[src/rtl/core/esc_pkg.sv]
// ----------------------------------------------------------------------------
// esc_pkg
// Widths, action codes and controller/datapath bundles of the cluster merger.
// ----------------------------------------------------------------------------
`default_nettype none

package esc_pkg;

  localparam int MAX_NODES = 1024;
  localparam int NODE_W    = $clog2(MAX_NODES);
  localparam int LABEL_W   = NODE_W + 1;  // MSB set means no cluster
  localparam int SIZE_W    = NODE_W + 1;
  localparam int CONN_W    = 21;
  localparam int COUNT_W   = 10;
  localparam int ACT_W     = 3;

  localparam logic [CONN_W-1:0]  MAX_CONN_RESET = CONN_W'(10);
  localparam logic [LABEL_W-1:0] LABEL_NONE     = {LABEL_W{1'b1}};

  // action codes
  localparam logic [ACT_W-1:0] ACT_NEW     = 3'd0;
  localparam logic [ACT_W-1:0] ACT_B_JOINS = 3'd1;
  localparam logic [ACT_W-1:0] ACT_A_JOINS = 3'd2;
  localparam logic [ACT_W-1:0] ACT_MERGE   = 3'd3;
  localparam logic [ACT_W-1:0] ACT_SAME    = 3'd4;
  localparam logic [ACT_W-1:0] ACT_IGNORED = 3'd5;

  // controller to datapath
  typedef struct packed {
    logic clr_step;  // clear one label/size entry
    logic in_rdy;    // edge channel ready
    logic take;      // edge accepted
    logic rd_lbl;    // read both endpoint labels
    logic rd_sz;     // read both cluster sizes
    logic apply;     // decide and write the update
    logic wr2;       // second label write of a new cluster
    logic walk;      // relabel sweep step
    logic emit;      // load the result register
  } esc_cmd_t;

  // datapath to controller
  typedef struct packed {
    logic clr_last;
    logic ignore;
    logic need_wr2;
    logic need_walk;
    logic walk_done;
    logic out_free;
  } esc_sts_t;

endpackage

`default_nettype wire

[src/rtl/core/esc_ctrl.sv]
// ----------------------------------------------------------------------------
// esc_ctrl
// Sequencer: clearing pass, edge intake, lookups, update, relabel sweep, result.
// ----------------------------------------------------------------------------
`default_nettype none

module esc_ctrl (
  input  logic              clk_i,
  input  logic              rst_ni,
  input  logic              in_valid_i,
  input  esc_pkg::esc_sts_t sts_i,
  output esc_pkg::esc_cmd_t cmd_o
);

  localparam logic [2:0] S_CLR   = 3'd0;
  localparam logic [2:0] S_IDLE  = 3'd1;
  localparam logic [2:0] S_RDL   = 3'd2;
  localparam logic [2:0] S_RDS   = 3'd3;
  localparam logic [2:0] S_APPLY = 3'd4;
  localparam logic [2:0] S_WR2   = 3'd5;
  localparam logic [2:0] S_WALK  = 3'd6;
  localparam logic [2:0] S_OUT   = 3'd7;

  logic [2:0] state_q, state_d;

  // next state and commands
  always_comb begin
    state_d = state_q;
    cmd_o   = '0;
    case (state_q)
      S_CLR: begin
        cmd_o.clr_step = 1'b1;
        if (sts_i.clr_last) state_d = S_IDLE;
      end
      S_IDLE: begin
        cmd_o.in_rdy = 1'b1;
        if (in_valid_i) begin
          cmd_o.take = 1'b1;
          state_d    = sts_i.ignore ? S_OUT : S_RDL;
        end
      end
      S_RDL: begin
        cmd_o.rd_lbl = 1'b1;
        state_d      = S_RDS;
      end
      S_RDS: begin
        cmd_o.rd_sz = 1'b1;
        state_d     = S_APPLY;
      end
      S_APPLY: begin
        cmd_o.apply = 1'b1;
        if (sts_i.need_wr2) state_d = S_WR2;
        else if (sts_i.need_walk) state_d = S_WALK;
        else state_d = S_OUT;
      end
      S_WR2: begin
        cmd_o.wr2 = 1'b1;
        state_d   = S_OUT;
      end
      S_WALK: begin
        cmd_o.walk = 1'b1;
        if (sts_i.walk_done) state_d = S_OUT;
      end
      S_OUT: begin
        if (sts_i.out_free) begin
          cmd_o.emit = 1'b1;
          state_d    = S_IDLE;
        end
      end
      default: state_d = S_CLR;
    endcase
  end

  // state register
  always_ff @(posedge clk_i or negedge rst_ni) begin
    if (!rst_ni) begin
      state_q <= S_CLR;
    end else begin
      state_q <= state_d;
    end
  end

endmodule

`default_nettype wire

[config.mk]
export PLATFORM = sky130hd
export DESIGN_NAME = esc_ctrl
export DESIGN_NICKNAME = d
export VERILOG_FILES = /design/src/rtl/core/esc_pkg.sv /design/src/rtl/core/esc_ctrl.sv
export SDC_FILE = /design/constraint.sdc
export NUM_CORES = 1
export LEC_CHECK = 0
export ABC_AREA = 0
export BUFFER_PORTS_ARGS = -buffer_cell sky130_fd_sc_hd__clkbuf_2
export CAP_MARGIN = 40
export CORE_AREA = 10 10 47 49
export DETAILED_ROUTE_END_ITERATION = 16
export DIE_AREA = 0 0 57 59
export HOLD_SLACK_MARGIN = 0.15
export PLACE_DENSITY = 0.49
export RECOVER_POWER = 50
export SLEW_MARGIN = 20
export SYNTH_ARGS = -nofsm -noshare
export SYNTH_HDL_FRONTEND = slang
export SYNTH_SLANG_ARGS = --single-unit
[constraint.sdc]
create_clock -name clk_i -period 1.26 [get_ports clk_i]
set_input_delay 0.126 -clock clk_i [delete_from_list [all_inputs] [get_ports clk_i]]
set_output_delay 0.126 -clock clk_i [all_outputs]
set_load 0.03 [all_outputs]
Yosys cells after proc, flatten, opt, wreduce, memory -nomap -nowiden

Index checks and enable logic that the tools add are counted.

Register bits after elaboration: 3
Input port bits: 9
Output and inout bits: 9
Word-level logic and storage cells: 32

Eq/ne operators: 11
Multiplexer cells: 18
Reductions and logical operators: 2

Operators with widths:

| operator                                                         | number |
|---|---|
| 3-bit case mux with 8 select lines                               | 1 |
| 3-bit two-way mux                                                | 6 |
| 3-bit == test (second input constant)                            | 4 |
| 1-bit two-way mux                                                | 10 |
| 2-bit != test (second input constant)                            | 4 |
| 3-bit by 2-bit == test with 1-bit output (second input constant) | 2 |
| 4-bit AND reduction                                              | 1 |
| 3-bit by 1-bit == test with 1-bit output (second input constant) | 1 |
| 3-bit logical NOT                                                | 1 |
| 2-bit two-way mux                                                | 1 |

Logic depth before layout (Yosys ltp)

Depth in word-level cells: 3
Depth in mapped cells: 4
Mapped depth without buffers: 4

Worst setup path after synthesis

No wires, ideal clock.

Path kind: reg2out
Start point: reg state_q[1]
End point: out cmd_o[6] (netlist bit)
Data arrival time: 1.612 ns
Data required time: 1.134 ns
Slack: -0.478 ns
Cell stages (with the launch flop): 3
Buffers on the path: 0
Path through: dfrtp_1 -> nor3b_1 -> and2_1

RTL lines:

| item                     | line           | source |
|---|---|---|
| start: declaration       | esc_ctrl.sv:24 | `logic [2:0] state_q, state_d;` |
| start signal: assignment | esc_ctrl.sv:79 | `state_q <= state_d;` |
| end: declaration         | esc_ctrl.sv:12 | `output esc_pkg::esc_cmd_t cmd_o` |

==> results.json <==
{
  "worstHoldPathCells": 3,
  "clock_path_buffers": 2,
  "clkPwrFrac_pct": 11.4,
  "worst_pin_slew_ps": 238,
  "vias_per_cell": 4.44,
  "top_regs": "state_q: 3 flops",
  "skew_ps": 0.184,
  "yosysTopAreaCell": "dfrtp_1",
  "start_kind": "register",
  "p_leak_nw": 0.292,
  "yosysMostFrequentCell": "nor2_1",
  "fin_ws_ps": -73.6,
  "post-route-util_pct": 43.6,
  "dp_slack_ps": 24.1,
  "synth_warnings": 0,
  "top_register": "state_q",
  "clk-insertion-delay-late_ps": 240,
  "crit_path_max_fanout": 5,
  "layoutNonFillerInstCount": 82,
  "largest_register_ffs": 3,
  "clk_pin_slew_ps": 40,
  "area_growth_pct": 104,
  "antenna_found_initial": 0,
  "grt_pass1_wl_um": 1700,
  "rsz0062_at_grt": "true",
  "status": "finished with violations",
  "drtAntennaViolNets": 0,
  "ys_ff_latch": 3,
  "violations": "setup timing",
  "yosysSeqAreaShare_pct": 25.1,
  "finalSetupViolCount": 7,
  "fillers": 140,
  "critPathSlowestCell": "dfrtp_2",
  "power_density_mw_per_mm2": 2600,
  "post-route-min-period_ps": 1330,
  "relSlewSlack_pct": 84.0,
  "sw_frac_of_total_pct": 45.9,
  "via_count": 364,
  "synth_edf_count": 0,
  "insertedDiodeCount": 0,
  "nNetsFinal": 76,
  "required_ps": 1130,
  "drc": 0,
  "fin_crit_sh_pct": 106,
  "synth_area_leaders": "dfrtp_1 25%, a21oi_2 5.9%, a21oi_1 5.0%",
  "crit_cells": 3,
  "cts_buffers": 3,
  "critPathTopFamily": "flip-flops",
  "async_flop_share_pct": 100,
  "hold_violations": 0,
  "rows": 14,
  "crit_arrival_ps": 1210,
  "avgSynthCellArea_um2": 8.31,
  "htreeDepth": 1,
  "maxCapViolCount": 0,
  "ys.flop_type": "dfrtp_1",
  "intPower_w": 0.000859,
  "die_w_um": 57,
  "synth_common_cells": "4 x nor2_1, 3 x a21oi_1, 3 x dfrtp_1, 3 x nand2_1",
  "reg2reg_depth": 6,
  "clkSinkCount": 3,
  "cpPeakStageDelay_ps": 440,
  "end_kind": "output port",
  "synth_area_um2": 299,
  "grt_usage_pct": 6.49,
  "dr.pass1.iters": 3,
  "overflow": 0,
  "initial_core_util_pct": 21.3,
  "cts_tree": "done",
  "synth_cell_types": 24,
  "worst-path-buf-inv": 2,
  "synth_top_cell_area_share_pct": 25.1,
  "worstSetupPathType": "reg -> out",
  "placed_cells": 70,
  "finalSetupTns_ps": -316,
  "power_frac_seq_pct": 15.1,
  "power_frac_comb_pct": 73.4,
  "grt_max_degree": 9,
  "die_h_um": 59,
  "dieArea_mm2": 0.00336,
  "switching_power_w": 0.000730,
  "cts-root-buf": "clkbuf_4",
  "cp_cell_sequence": "buf_6 -> nor3b_4 -> clkbuf_8",
  "syn_nets": 45,
  "fmax_mhz": 750,
  "ir_drop_v": 0.000928,
  "wl_per_cell_um": 14.0,
  "io_pins": 18,
  "hp-class": "in -> reg",
  "gp_congestion": 0.739,
  "drive_gt1_share_pct": 72.7,
  "wirelength_um": 1150,
  "grt_pass1_vias": 398,
  "io_buffers": 17,
  "netlist_instances": 36,
  "drv_slew": 0,
  "coreArea_mm2": 0.00140,
  "dr.first_iter.drc_count": 4,
  "hpwl_um": 655
}
[worst reg2reg max path: stages (launching register included)]
cell and delay [ps]:
dfrtp_2 440, buf_4 160, buf_4 130, nand2b_1 140, a21oi_2 140, o221ai_2 120
nand2_1 80
[logic make-up (layout without fill, tap and decap cells)]
family          after synthesis  count (layout)  share of synthesized area (%)
simple gates                 19              19                           39.7
compound gates                9               9                           22.6
buf+inv                       5              35                           12.6
flops                         3               3                           25.1
[layout by cell type (no fill, tap or decap), drive strengths merged]
master and count:
a211oi 1, a21o 1, a21oi 5, and2 1
and2b 1, and3b 1, buf 14, clkbuf 18
dfrtp 3, dlygate4sd3 1, inv 2, nand2 5
nand2b 1, nand3 1, nor2 5, nor3 1
nor3b 3, o21ai 1, o221ai 1
[path summary, 6_finish.rpt]
check / slack [ps] / end / from
max in group asynchronous: 870 / state_q[1] / rst_ni
max: -70 / cmd_o[5] / state_q[0]
min: 180 / state_q[0] / sts_i[1]
min in group asynchronous: 220 / state_q[0] / rst_ni
max reg2reg: -20 / state_q[0] / state_q[1]
min reg2reg: 530 / state_q[1] / state_q[0]
[power groups by stage]
stage	Combinational, W	Sequential (W)	Clock (W)
finish	0.00117	0.000240	0.000182
global route	0.00124	0.000243	0.000202
CTS	0.00108	0.000241	0.000189
detailed placement	0.000721	0.000267	0
global placement	0.000719	0.000271	0
floorplan	0.000631	0.000191	0
[layer usage]
metal / vias up / part of all wire [%] / global-route usage, % / wire length, um
li1: 184 / - / - / -
met1: 167 / 41 / 6.20 / 469
met2: 13 / 51 / 10.4 / 582
met3: 0 / 8.1 / 4.08 / 93
met4: 0 / 0 / 4.03 / 0
met5: - / 0 / 0 / 0
[layout make-up]
| cell class | count | area (um^2) | share of cell area (%) |
|---|---|---|---|
| timing repair buffer | 29 | 256 | 42.0 |
| multi-input combinational | 28 | 221 | 36.3 |
| sequential | 3 | 78.8 | 12.9 |
| clock buffer | 4 | 26.3 | 4.30 |
| tap | 16 | 20.0 | 3.28 |
| inverter | 2 | 7.51 | 1.23 |
[what timing repair did]
action | CTS | global route
hold buffers | 1 | 0
resized for setup | 26 | 5
endpoints found under the setup margin | 9 | 10
setup buffers | 6 | 1
endpoints found under the hold margin | 3 | 0
gates cloned | 0 | 0
pin swaps | 6 | 2
[through the flow]
| step | total power (W) | hold slack [ps] | area (um^2) |
|---|---|---|---|
| after floorplan | 0.000822 | -170 | 314 |
| after global placement | 0.000991 | -74.2 | 419 |
| after detailed placement | 0.000988 | -74.3 | 419 |
| after CTS | 0.00151 | 186 | 593 |
| after global routing | 0.00169 | 193 | 611 |
| final | 0.00159 | 185 | 611 |
(Power assumes the default switching activity.)
